`src/hw/rtl/assert_macros.svh`:
```
// assertion macros used by the sampler top
`ifndef ASSERT_MACROS_SVH
`define ASSERT_MACROS_SVH

`ifndef NO_ASSERTIONS

`define ASSERT_IMPL(lbl, clk, rst_n, ante, cons, msg) \
    lbl: assert property (@(posedge clk) disable iff (!rst_n) (ante) |-> (cons)) \
        else $error(msg);

`define ASSERT_NEXT(lbl, clk, rst_n, ante, cons, msg) \
    lbl: assert property (@(posedge clk) disable iff (!rst_n) (ante) |=> (cons)) \
        else $error(msg);

`else

`define ASSERT_IMPL(lbl, clk, rst_n, ante, cons, msg)

`define ASSERT_NEXT(lbl, clk, rst_n, ante, cons, msg)

`endif

`endif

```
`src/hw/rtl/cbs_pkg.sv`:
```
// types, constants and the operation schedule of the bezier sampler
package cbs_pkg;

    localparam int MAX_SAMPLES_DEF = 64;
    localparam int COORD_WIDTH_DEF = 32;
    localparam int T_BITS          = 16;
    localparam int TV_W            = T_BITS + 1;
    localparam int CFG_W           = 7;
    localparam int CFG_RESET       = 10;
    localparam int IDX_OUT_W       = 6;
    localparam int NAXES           = 3;
    localparam int NOPS            = 11;
    localparam int STEP_W          = $clog2(NOPS + 1);
    localparam int DIV_STEPS       = T_BITS + 2;
    localparam int CNT_W           = $clog2(DIV_STEPS);

    localparam logic [1:0] AX_X = 2'd0;
    localparam logic [1:0] AX_Y = 2'd1;
    localparam logic [1:0] AX_Z = 2'd2;

    typedef enum logic [2:0] {
        S_IDLE,
        S_COEF,
        S_DIV,
        S_MUL,
        S_OUT
    } t_state;

    typedef enum logic [2:0] {
        A_T,
        A_T2,
        A_C,
        A_B,
        A_A
    } t_asel;

    typedef enum logic [1:0] {
        B_T,
        B_T2,
        B_T3
    } t_bsel;

    typedef enum logic [1:0] {
        D_T2,
        D_T3,
        D_ACC
    } t_dst;

    typedef struct packed {
        t_asel      asel;
        t_bsel      bsel;
        t_dst       dst;
        logic [1:0] axis;
    } t_op;

    // one multiply per step; a product is registered, then written back, before a later step can use it
    function automatic t_op op_of(logic [STEP_W-1:0] step);
        t_op op;
        unique case (step)
            4'd0:    op = '{A_T,  B_T,  D_T2,  AX_X};
            4'd1:    op = '{A_C,  B_T,  D_ACC, AX_X};
            4'd2:    op = '{A_T2, B_T,  D_T3,  AX_X};
            4'd3:    op = '{A_C,  B_T,  D_ACC, AX_Y};
            4'd4:    op = '{A_A,  B_T3, D_ACC, AX_X};
            4'd5:    op = '{A_C,  B_T,  D_ACC, AX_Z};
            4'd6:    op = '{A_B,  B_T2, D_ACC, AX_X};
            4'd7:    op = '{A_B,  B_T2, D_ACC, AX_Y};
            4'd8:    op = '{A_B,  B_T2, D_ACC, AX_Z};
            4'd9:    op = '{A_A,  B_T3, D_ACC, AX_Y};
            4'd10:   op = '{A_A,  B_T3, D_ACC, AX_Z};
            default: op = '{A_T,  B_T,  D_T2,  AX_X};
        endcase
        return op;
    endfunction

endpackage

```
`src/hw/rtl/cbs_pts_if.sv`:
```
// control point channel: one bezier segment per beat
interface cbs_pts_if #(
    parameter int COORD_WIDTH = cbs_pkg::COORD_WIDTH_DEF
);
    logic                          valid;
    logic                          ready;
    logic signed [COORD_WIDTH-1:0] start_x;
    logic signed [COORD_WIDTH-1:0] start_y;
    logic signed [COORD_WIDTH-1:0] start_z;
    logic signed [COORD_WIDTH-1:0] ctrl1_x;
    logic signed [COORD_WIDTH-1:0] ctrl1_y;
    logic signed [COORD_WIDTH-1:0] ctrl1_z;
    logic signed [COORD_WIDTH-1:0] ctrl2_x;
    logic signed [COORD_WIDTH-1:0] ctrl2_y;
    logic signed [COORD_WIDTH-1:0] ctrl2_z;
    logic signed [COORD_WIDTH-1:0] end_x;
    logic signed [COORD_WIDTH-1:0] end_y;
    logic signed [COORD_WIDTH-1:0] end_z;

    modport source (
        output valid, start_x, start_y, start_z, ctrl1_x, ctrl1_y, ctrl1_z,
               ctrl2_x, ctrl2_y, ctrl2_z, end_x, end_y, end_z,
        input  ready
    );

    modport sink (
        input  valid, start_x, start_y, start_z, ctrl1_x, ctrl1_y, ctrl1_z,
               ctrl2_x, ctrl2_y, ctrl2_z, end_x, end_y, end_z,
        output ready
    );
endinterface

```
`src/hw/rtl/cbs_smp_if.sv`:
```
// sample channel: one curve point per beat
interface cbs_smp_if #(
    parameter int COORD_WIDTH = cbs_pkg::COORD_WIDTH_DEF
);
    logic                              valid;
    logic                              ready;
    logic signed [COORD_WIDTH-1:0]     point_x;
    logic signed [COORD_WIDTH-1:0]     point_y;
    logic signed [COORD_WIDTH-1:0]     point_z;
    logic [cbs_pkg::IDX_OUT_W-1:0]     sample_index;
    logic                              last_sample;

    modport source (
        output valid, point_x, point_y, point_z, sample_index, last_sample,
        input  ready
    );

    modport sink (
        input  valid, point_x, point_y, point_z, sample_index, last_sample,
        output ready
    );
endinterface

```
`src/hw/rtl/cubic_bezier_sampler_3d_top.sv`:
```
// cubic bezier sampler, three axes, one shared multiplier
//
// i_pts takes one segment per beat (start, two controls, end, signed fixed
// point). o_smp gives samples_per_curve points of the segment for t evenly
// spaced over 0..1, in order of index, the final one flagged last_sample.
// i_cfg_we / i_cfg_wdata set samples_per_curve (clamped to 2..MAX_SAMPLES),
// which the user must write only while no segment is in flight; the block
// does not enforce this. Reset sets it to 10.
//
// A segment goes through coefficient setup and the t step division (one
// quotient bit a cycle), then per sample eleven multiplies issued back to
// back on the one multiplier, a drain step and the output register load.
// i_pts.ready is high only between segments; it rises once the last sample
// sits in the output register, so the next segment is taken while it waits.
// A stalled receiver holds the output register; the sequencer then waits
// with the next sample finished. Reset empties the output register and
// returns the sequencer to idle.
`include "assert_macros.svh"

module cubic_bezier_sampler_3d_top #(
    parameter int MAX_SAMPLES = cbs_pkg::MAX_SAMPLES_DEF,
    parameter int COORD_WIDTH = cbs_pkg::COORD_WIDTH_DEF
) (
    input  logic                        i_clk,
    input  logic                        i_rst_n,
    input  logic                        i_cfg_we,
    input  logic [cbs_pkg::CFG_W-1:0]   i_cfg_wdata,
    cbs_pts_if.sink                     i_pts,
    cbs_smp_if.source                   o_smp
);
    import cbs_pkg::*;

    localparam int IDX_W = $clog2(MAX_SAMPLES);
    localparam int D_W   = IDX_W + 1;
    localparam int R_W   = IDX_W + 2;
    localparam int DF_W  = COORD_WIDTH + 1;
    localparam int CF_W  = COORD_WIDTH + 4;
    localparam int PR_W  = CF_W + TV_W + 1;
    localparam int ACC_W = CF_W + 2;

    localparam logic [CFG_W-1:0] MAXN = CFG_W'(MAX_SAMPLES);
    localparam logic [CFG_W-1:0] MINN = CFG_W'(2);
    localparam logic signed [PR_W-1:0] RND =
        {{(PR_W-T_BITS){1'b0}}, 1'b1, {(T_BITS-1){1'b0}}};
    localparam logic [TV_W-1:0] T_ONE = {1'b1, {T_BITS{1'b0}}};
    localparam logic signed [ACC_W-1:0] SAT_HI =
        {{(ACC_W-COORD_WIDTH+1){1'b0}}, {(COORD_WIDTH-1){1'b1}}};
    localparam logic signed [ACC_W-1:0] SAT_LO =
        {{(ACC_W-COORD_WIDTH+1){1'b1}}, {(COORD_WIDTH-1){1'b0}}};

    t_state                        r_state, n_state;
    logic [CFG_W-1:0]              r_cfg;
    logic signed [COORD_WIDTH-1:0] r_p0  [NAXES];
    logic signed [DF_W-1:0]        r_d10 [NAXES];
    logic signed [DF_W-1:0]        r_d21 [NAXES];
    logic signed [DF_W-1:0]        r_d32 [NAXES];
    logic signed [CF_W-1:0]        r_ca  [NAXES];
    logic signed [CF_W-1:0]        r_cb  [NAXES];
    logic signed [CF_W-1:0]        r_cc  [NAXES];
    logic [IDX_W-1:0]              r_den, r_idx;
    logic [CNT_W-1:0]              r_cnt;
    logic [TV_W-1:0]               r_qq, r_t, r_t2, r_t3;
    logic [R_W-1:0]                r_rr, r_r;
    logic [STEP_W-1:0]             r_step;
    logic signed [PR_W-1:0]        r_prod;
    t_dst                          r_pdst;
    logic [1:0]                    r_pax;
    logic                          r_pvld;
    logic signed [ACC_W-1:0]       r_acc [NAXES];
    logic                          r_out_valid;
    logic signed [COORD_WIDTH-1:0] r_out_pt [NAXES];
    logic [IDX_OUT_W-1:0]          r_out_idx;
    logic                          r_out_last;

    logic [CFG_W-1:0]              w_n;
    logic [IDX_W-1:0]              w_den;
    logic [D_W-1:0]                w_dvs;
    logic [R_W-1:0]                w_dshift;
    logic                          w_dge;
    t_op                           w_op;
    logic signed [CF_W-1:0]        w_a;
    logic [TV_W-1:0]               w_bu;
    logic signed [TV_W:0]          w_b;
    logic signed [PR_W-1:0]        w_mul;
    logic signed [ACC_W-1:0]       w_term;
    logic [R_W-1:0]                w_rsum;
    logic                          w_wrap;
    logic                          w_load;
    logic                          w_last;
    logic                          w_accept;
    logic signed [COORD_WIDTH-1:0] w_sat [NAXES];
    logic signed [CF_W-1:0]        w_e   [NAXES];

    // sample count and t step divisor
    always_comb begin
        priority if (r_cfg < MINN) begin
            w_n = MINN;
        end else if (r_cfg > MAXN) begin
            w_n = MAXN;
        end else begin
            w_n = r_cfg;
        end
    end

    assign w_den    = IDX_W'(w_n - CFG_W'(1));
    assign w_dvs    = {r_den, 1'b0};
    assign w_dshift = {r_rr[R_W-2:0], (r_cnt == CNT_W'(T_BITS + 1))};
    assign w_dge    = (w_dshift >= R_W'(w_dvs));
    assign w_rsum   = r_r + r_rr;
    assign w_wrap   = (w_rsum >= R_W'(w_dvs));
    assign w_last   = (r_idx == r_den);
    assign w_load   = (r_state == S_OUT) && (!r_out_valid || o_smp.ready);
    assign w_accept = i_pts.valid && i_pts.ready;

    // shared multiplier operands
    assign w_op = op_of(r_step);

    always_comb begin
        unique case (w_op.asel)
            A_T:     w_a = $signed(CF_W'(r_t));
            A_T2:    w_a = $signed(CF_W'(r_t2));
            A_C:     w_a = r_cc[w_op.axis];
            A_B:     w_a = r_cb[w_op.axis];
            A_A:     w_a = r_ca[w_op.axis];
            default: w_a = $signed(CF_W'(r_t));
        endcase
        unique case (w_op.bsel)
            B_T:     w_bu = r_t;
            B_T2:    w_bu = r_t2;
            B_T3:    w_bu = r_t3;
            default: w_bu = r_t;
        endcase
    end

    assign w_b    = $signed({1'b0, w_bu});
    assign w_mul  = w_a * w_b + RND;
    assign w_term = $signed(r_prod[PR_W-1:T_BITS]);

    always_comb begin
        for (int ax = 0; ax < NAXES; ax++) begin
            w_e[ax] = CF_W'(r_d21[ax]) - CF_W'(r_d10[ax]);
            priority if (r_acc[ax] > SAT_HI) begin
                w_sat[ax] = SAT_HI[COORD_WIDTH-1:0];
            end else if (r_acc[ax] < SAT_LO) begin
                w_sat[ax] = SAT_LO[COORD_WIDTH-1:0];
            end else begin
                w_sat[ax] = r_acc[ax][COORD_WIDTH-1:0];
            end
        end
    end

    // sequencer
    always_ff @(posedge i_clk) begin
        if (!i_rst_n) begin
            r_state <= S_IDLE;
        end else begin
            r_state <= n_state;
        end
    end

    always_comb begin
        n_state     = r_state;
        i_pts.ready = (r_state == S_IDLE);
        unique case (r_state)
            S_IDLE: begin
                if (i_pts.valid) n_state = S_COEF;
            end
            S_COEF: begin
                n_state = S_DIV;
            end
            S_DIV: begin
                if (r_cnt == '0) n_state = S_MUL;
            end
            S_MUL: begin
                if (r_step == STEP_W'(NOPS)) n_state = S_OUT;
            end
            S_OUT: begin
                if (w_load) n_state = w_last ? S_IDLE : S_MUL;
            end
            default: begin
                n_state = S_IDLE;
            end
        endcase
    end

    // control registers
    always_ff @(posedge i_clk) begin
        if (!i_rst_n) begin
            r_cfg       <= CFG_W'(CFG_RESET);
            r_out_valid <= 1'b0;
            r_pvld      <= 1'b0;
        end else begin
            if (i_cfg_we) r_cfg <= i_cfg_wdata;
            if (w_load) begin
                r_out_valid <= 1'b1;
            end else if (o_smp.ready) begin
                r_out_valid <= 1'b0;
            end
            r_pvld <= (r_state == S_MUL) && (r_step < STEP_W'(NOPS));
        end
    end

    // datapath
    always_ff @(posedge i_clk) begin
        if (w_accept) begin
            r_p0[0]  <= i_pts.start_x;
            r_p0[1]  <= i_pts.start_y;
            r_p0[2]  <= i_pts.start_z;
            r_d10[0] <= DF_W'(i_pts.ctrl1_x) - DF_W'(i_pts.start_x);
            r_d10[1] <= DF_W'(i_pts.ctrl1_y) - DF_W'(i_pts.start_y);
            r_d10[2] <= DF_W'(i_pts.ctrl1_z) - DF_W'(i_pts.start_z);
            r_d21[0] <= DF_W'(i_pts.ctrl2_x) - DF_W'(i_pts.ctrl1_x);
            r_d21[1] <= DF_W'(i_pts.ctrl2_y) - DF_W'(i_pts.ctrl1_y);
            r_d21[2] <= DF_W'(i_pts.ctrl2_z) - DF_W'(i_pts.ctrl1_z);
            r_d32[0] <= DF_W'(i_pts.end_x) - DF_W'(i_pts.ctrl2_x);
            r_d32[1] <= DF_W'(i_pts.end_y) - DF_W'(i_pts.ctrl2_y);
            r_d32[2] <= DF_W'(i_pts.end_z) - DF_W'(i_pts.ctrl2_z);
            r_den    <= w_den;
        end

        if (r_state == S_COEF) begin
            for (int ax = 0; ax < NAXES; ax++) begin
                r_cc[ax] <= (CF_W'(r_d10[ax]) <<< 1) + CF_W'(r_d10[ax]);
                r_cb[ax] <= (w_e[ax] <<< 1) + w_e[ax];
                r_ca[ax] <= CF_W'(r_d32[ax]) - (CF_W'(r_d21[ax]) <<< 1)
                            + CF_W'(r_d10[ax]);
            end
            r_cnt <= CNT_W'(DIV_STEPS - 1);
            r_rr  <= '0;
            r_qq  <= '0;
        end

        // restoring division of 2^(T_BITS+1) by twice the denominator
        if (r_state == S_DIV) begin
            r_rr  <= w_dge ? (w_dshift - R_W'(w_dvs)) : w_dshift;
            r_qq  <= {r_qq[TV_W-2:0], w_dge};
            r_cnt <= r_cnt - CNT_W'(1);
            if (r_cnt == '0) begin
                r_t    <= '0;
                r_r    <= R_W'(r_den);
                r_idx  <= '0;
                r_step <= '0;
                for (int ax = 0; ax < NAXES; ax++) begin
                    r_acc[ax] <= ACC_W'(r_p0[ax]);
                end
            end
        end

        if (r_state == S_MUL) begin
            r_step <= r_step + STEP_W'(1);
            if (r_step < STEP_W'(NOPS)) begin
                r_prod <= w_mul;
                r_pdst <= w_op.dst;
                r_pax  <= w_op.axis;
            end
        end

        if (r_pvld) begin
            unique case (r_pdst)
                D_T2:    r_t2 <= w_term[TV_W-1:0];
                D_T3:    r_t3 <= w_term[TV_W-1:0];
                D_ACC:   r_acc[r_pax] <= r_acc[r_pax] + w_term;
                default: r_t2 <= w_term[TV_W-1:0];
            endcase
        end

        if (w_load) begin
            r_out_pt   <= w_sat;
            r_out_idx  <= IDX_OUT_W'(r_idx);
            r_out_last <= w_last;
            if (!w_last) begin
                r_idx  <= r_idx + IDX_W'(1);
                r_step <= '0;
                for (int ax = 0; ax < NAXES; ax++) begin
                    r_acc[ax] <= ACC_W'(r_p0[ax]);
                end
                if (w_wrap) begin
                    r_r <= w_rsum - R_W'(w_dvs);
                    r_t <= r_t + r_qq + TV_W'(1);
                end else begin
                    r_r <= w_rsum;
                    r_t <= r_t + r_qq;
                end
            end
        end
    end

    assign o_smp.valid        = r_out_valid;
    assign o_smp.point_x      = r_out_pt[0];
    assign o_smp.point_y      = r_out_pt[1];
    assign o_smp.point_z      = r_out_pt[2];
    assign o_smp.sample_index = r_out_idx;
    assign o_smp.last_sample  = r_out_last;

    `ASSERT_NEXT(a_accept_to_coef, i_clk, i_rst_n, w_accept, r_state == S_COEF,
                 "accepted segment did not start coefficient setup")
    `ASSERT_IMPL(a_rem_below_div, i_clk, i_rst_n, r_state == S_MUL,
                 r_r < R_W'(w_dvs), "t step remainder out of range")
    `ASSERT_IMPL(a_last_t_one, i_clk, i_rst_n, w_load && w_last, r_t == T_ONE,
                 "last sample not at t of one")
    `ASSERT_IMPL(a_wb_in_mul, i_clk, i_rst_n, r_pvld,
                 r_state == S_MUL && r_step != '0, "product writeback outside multiply run")

endmodule
```
`src/flat_wrapper.sv`:
```
// flat-port wrapper written by rule: the top's interface ports become plain ports
module cubic_bezier_sampler_3d_top_flat import cbs_pkg::*;
#(
    parameter int MAX_SAMPLES = cbs_pkg::MAX_SAMPLES_DEF,
    parameter int COORD_WIDTH = cbs_pkg::COORD_WIDTH_DEF
)
  (i_clk, i_rst_n, i_cfg_we, i_cfg_wdata, i_pts_valid, i_pts_start_x, i_pts_start_y, i_pts_start_z, i_pts_ctrl1_x, i_pts_ctrl1_y, i_pts_ctrl1_z, i_pts_ctrl2_x, i_pts_ctrl2_y, i_pts_ctrl2_z, i_pts_end_x, i_pts_end_y, i_pts_end_z, i_pts_ready, o_smp_valid, o_smp_point_x, o_smp_point_y, o_smp_point_z, o_smp_sample_index, o_smp_last_sample, o_smp_ready);
  cbs_pts_if #(.COORD_WIDTH(COORD_WIDTH)) i_pts_i ();
  cbs_smp_if #(.COORD_WIDTH(COORD_WIDTH)) o_smp_i ();
  input  logic i_clk;
  input  logic i_rst_n;
  input  logic i_cfg_we;
  input  logic [cbs_pkg::CFG_W-1:0] i_cfg_wdata;
  input wire logic [$bits(i_pts_i.valid)-1:0] i_pts_valid;
  input wire logic [$bits(i_pts_i.start_x)-1:0] i_pts_start_x;
  input wire logic [$bits(i_pts_i.start_y)-1:0] i_pts_start_y;
  input wire logic [$bits(i_pts_i.start_z)-1:0] i_pts_start_z;
  input wire logic [$bits(i_pts_i.ctrl1_x)-1:0] i_pts_ctrl1_x;
  input wire logic [$bits(i_pts_i.ctrl1_y)-1:0] i_pts_ctrl1_y;
  input wire logic [$bits(i_pts_i.ctrl1_z)-1:0] i_pts_ctrl1_z;
  input wire logic [$bits(i_pts_i.ctrl2_x)-1:0] i_pts_ctrl2_x;
  input wire logic [$bits(i_pts_i.ctrl2_y)-1:0] i_pts_ctrl2_y;
  input wire logic [$bits(i_pts_i.ctrl2_z)-1:0] i_pts_ctrl2_z;
  input wire logic [$bits(i_pts_i.end_x)-1:0] i_pts_end_x;
  input wire logic [$bits(i_pts_i.end_y)-1:0] i_pts_end_y;
  input wire logic [$bits(i_pts_i.end_z)-1:0] i_pts_end_z;
  output wire logic [$bits(i_pts_i.ready)-1:0] i_pts_ready;
  output wire logic [$bits(o_smp_i.valid)-1:0] o_smp_valid;
  output wire logic [$bits(o_smp_i.point_x)-1:0] o_smp_point_x;
  output wire logic [$bits(o_smp_i.point_y)-1:0] o_smp_point_y;
  output wire logic [$bits(o_smp_i.point_z)-1:0] o_smp_point_z;
  output wire logic [$bits(o_smp_i.sample_index)-1:0] o_smp_sample_index;
  output wire logic [$bits(o_smp_i.last_sample)-1:0] o_smp_last_sample;
  input wire logic [$bits(o_smp_i.ready)-1:0] o_smp_ready;
  assign i_pts_i.valid = i_pts_valid;
  assign i_pts_i.start_x = i_pts_start_x;
  assign i_pts_i.start_y = i_pts_start_y;
  assign i_pts_i.start_z = i_pts_start_z;
  assign i_pts_i.ctrl1_x = i_pts_ctrl1_x;
  assign i_pts_i.ctrl1_y = i_pts_ctrl1_y;
  assign i_pts_i.ctrl1_z = i_pts_ctrl1_z;
  assign i_pts_i.ctrl2_x = i_pts_ctrl2_x;
  assign i_pts_i.ctrl2_y = i_pts_ctrl2_y;
  assign i_pts_i.ctrl2_z = i_pts_ctrl2_z;
  assign i_pts_i.end_x = i_pts_end_x;
  assign i_pts_i.end_y = i_pts_end_y;
  assign i_pts_i.end_z = i_pts_end_z;
  assign i_pts_ready = i_pts_i.ready;
  assign o_smp_valid = o_smp_i.valid;
  assign o_smp_point_x = o_smp_i.point_x;
  assign o_smp_point_y = o_smp_i.point_y;
  assign o_smp_point_z = o_smp_i.point_z;
  assign o_smp_sample_index = o_smp_i.sample_index;
  assign o_smp_last_sample = o_smp_i.last_sample;
  assign o_smp_i.ready = o_smp_ready;
  cubic_bezier_sampler_3d_top #(.MAX_SAMPLES(MAX_SAMPLES), .COORD_WIDTH(COORD_WIDTH)) u_core (.i_clk(i_clk), .i_rst_n(i_rst_n), .i_cfg_we(i_cfg_we), .i_cfg_wdata(i_cfg_wdata), .i_pts(i_pts_i), .o_smp(o_smp_i));
endmodule
```
`config.mk`:
```
export PLATFORM = sky130hd
export DESIGN_NAME = cubic_bezier_sampler_3d_top_flat
export DESIGN_NICKNAME = d
export VERILOG_FILES = /design/src/hw/rtl/cbs_pkg.sv /design/src/hw/rtl/cbs_pts_if.sv /design/src/hw/rtl/cbs_smp_if.sv /design/src/hw/rtl/cubic_bezier_sampler_3d_top.sv /design/src/flat_wrapper.sv
export VERILOG_INCLUDE_DIRS = /design/src /design/src/hw/rtl
export SDC_FILE = /design/constraint.sdc
export NUM_CORES = 2
export LEC_CHECK = 0
export BUFFER_PORTS_ARGS = -buffer_cell sky130_fd_sc_hd__buf_4
export CAP_MARGIN = 25
export CORE_MARGIN = 2
export CORE_UTILIZATION = 45
export DETAILED_ROUTE_END_ITERATION = 12
export GPL_ROUTABILITY_DRIVEN = 0
export GPL_TIMING_DRIVEN = 1
export PLACE_DENSITY = 0.68
export RECOVER_POWER = 50
export SYNTH_ARGS = -nofsm -noshare
export SYNTH_HDL_FRONTEND = slang
export SYNTH_SLANG_ARGS = --single-unit
```
`constraint.sdc`:
```
create_clock -name i_clk -period 41.3 [get_ports i_clk]
set_input_delay 4.13 -clock i_clk [delete_from_list [all_inputs] [get_ports i_clk]]
set_output_delay 4.13 -clock i_clk [all_outputs]
set_load 0.05 [all_outputs]
```
==> flow_summary.yaml <==
sta:
  clock_skew_ns: 0.04266
  fmax_mhz: 81.07
  rsz0062_at_grt: "false"
  hold_viol: 0
  min_period_ns: 12.34
  fin_tns_setup_ns: 0
  slew_viol_final: 681
  worstMarginPinSlew_ns: 9.016
  relSlewSlack_pct: -501.1
  hold_ws_ns: 0.4134
  setup_viol_count_final: 0
  period_share_pct: 29.87
synthesis:
  ys.flop_type: "edfxtp_1"
  async_flop_share_pct: 0
  syn_inst: 10380
  synth_edf_count: 1081
  synthesis.area_um2: 101000
  ys_types: 89
  ys_seq_area_share_pct: 33.27
  avgSynthCellArea_um2: 9.730
  synth_nets: 12414
  yosys_warnings: 0
  ys_seq_elements: 1138
setup_path:
  crit_required_ns: 41.66
  crit_fanout: 157
  start_kind: "flip-flop"
  arrival_ns: 12.69
  crit_path_end_kind: "flip-flop"
  path_class: "reg2reg"
detailed_routing:
  avgRoutedWirePerCell_um: 23.66
  vias_per_cell: 5.760
  ant_nets: 0
  drtIter0Drc: 8644
  drc: 0
  wl_mm: 331.4
  vias: 80691
  first_pass_iters: 9
cts:
  clk_latency_ns: 0.87
  cts_tree: "yes"
  cts-htree-levels: 4
  numClockSinks: 1138
  hold_buffers: 0
  clockBufferDepth: 3
  cts.clk_slew.worst_paths_ns: 0.06
  post_cts_resized: 0
  cts_setup_buffers: 0
  cts_root_buf: "clkbuf_16"
  cts_buffers: 135
grt:
  grt_first_pass_wirelength_mm: 490.8
  grtUsageTotal_pct: 28.55
  grt_max_degree: 158
  gr-total-overflow: 0
  grt_pass1_vias: 80694
  antenna_found_initial: 28
cells_and_area:
  regArea_um2: 33600
  final.fill_count: 19926
  fin_nets: 12935
  final_common_cell: "inv_1"
  area.growth.synth_to_final_pct: 11.41
  final_cell_mix: "inv_1, edfxtp_1, ha_1, nand2_1, nor2_1"
  drive_above_1_share_pct: 7.629
  layoutNonFillerInstCount: 14008
  final_area_um2: 112500
  multi_input_area_um2: 60500
run_status:
  violations: "capacitance limit, slew limit"
  status: "finished, violations left"
floorplan:
  rows: 173
  ioPinCount: 501
  start_util_pct: 45.34
  die_area_um2: 228200
  dieWidth_um: 477.7
  die_h_um: 477.7
  coreArea_um2: 222700
min_path:
  hold_path.class: "reg2reg"
placement:
  placed_area_um2: 108600
  io_buffers: 500
  hpwl_mm: 268.9
  dp.cells: 13739
job:
  cap_violations: 14
worst paths after layout:
path | slack (ns) | startpoint | depth (start not counted) | to
worst min-delay path | 0.41 | u_core.w_op[3]$_DFF_P_ | 0 | u_core.r_pdst[1]$_DFFE_PP_
worst max-delay path | 28.96 | u_core.r_state[1]$_SDFFE_PN0P_ | 4 | u_core.r_cc[0][28]$_DFFE_PP_
worst max register to register | 28.96 | u_core.r_state[1]$_SDFFE_PN0P_ | 4 | u_core.r_cc[0][28]$_DFFE_PP_
worst min register to register | 0.41 | u_core.w_op[3]$_DFF_P_ | 0 | u_core.r_pdst[1]$_DFFE_PP_
layout make-up:
| class | instances | share of cell area [%] |
|---|---|---|
| diodes | 22 | 0.04893 |
| repair buffers | 605 | 3.645 |
| clock inverters | 90 | 0.7606 |
| flip-flops and latches | 1138 | 29.87 |
| clock buffers | 157 | 3.076 |
| multi-input cells | 7366 | 53.77 |
| well taps | 2975 | 3.308 |
| inverters | 1655 | 5.521 |
synth_stat cells, drive strengths merged, types with 165 or more instances:
master	number	area [um^2]
inv	1655	6212
edfxtp	1081	32460
ha	936	11710
nand2	887	3329
nor2	884	3318
fa	702	14050
a21oi	591	2965
xnor2	489	4283
o21ai	438	2200
a21o	314	2357
xor2	187	1638
clkbuf	179	671.9
o21a	177	1329
nand3	165	825.8
state kept, by name, summed over array words and instances (netlist names), 17 cells and up, named ones only:
name	flops
u_core.r_qq	17
u_core.r_d10	99
u_core.r_ca	108
u_core.o_smp.point_x	32
u_core.r_cb	108
u_core.r_d21	99
u_core.r_t3	17
u_core.o_smp.point_z	32
u_core.r_acc	152
u_core.r_prod	38
u_core.r_d32	99
u_core.r_cc	105
u_core.r_t2	17
u_core.o_smp.point_y	32
u_core.r_t	17
u_core.r_p0	96
cell families after synthesis:
family / after synthesis / synth area share [%]
DFF: 1138 / 33.27
xor gates and xnor gates: 676 / 5.862
buffers and inverters: 1876 / 6.991
adders and majority gates: 1638 / 25.51
AOI/OAI and AO/OA: 2174 / 13.97
and+or+nand+nor: 2696 / 12.10
muxes: 182 / 2.296
through the flow:
| step | util [%] | worst slack, ns |
|---|---|---|
| CTS | 50.70 | 32.04 |
| finish | 50.51 | 28.96 |
| global route | 50.50 | 28.26 |
| global placement | 48.75 | 32.23 |
| floorplan | - | 15.20 |
| detailed placement | 48.76 | 32.05 |
per-layer routing:
| metal | part of all wire, % | GRT usage (%) |
|---|---|---|
| met5 | 0.018 | 0 |
| met4 | 6.1 | 15.70 |
| met3 | 10 | 7.006 |
| met2 | 44 | 44.12 |
| met1 | 39 | 36.77 |
critical path: stages, from the launching register on:
cell and delay, ns:
dfxtp_1 0.60, nor3b_1 0.31, clkbuf_1 1.11, clkbuf_1 6.28, clkbuf_1 3.22
Power is not shown: default switching activity piles up to over one toggle a cycle in this logic, so the estimate is an artifact.
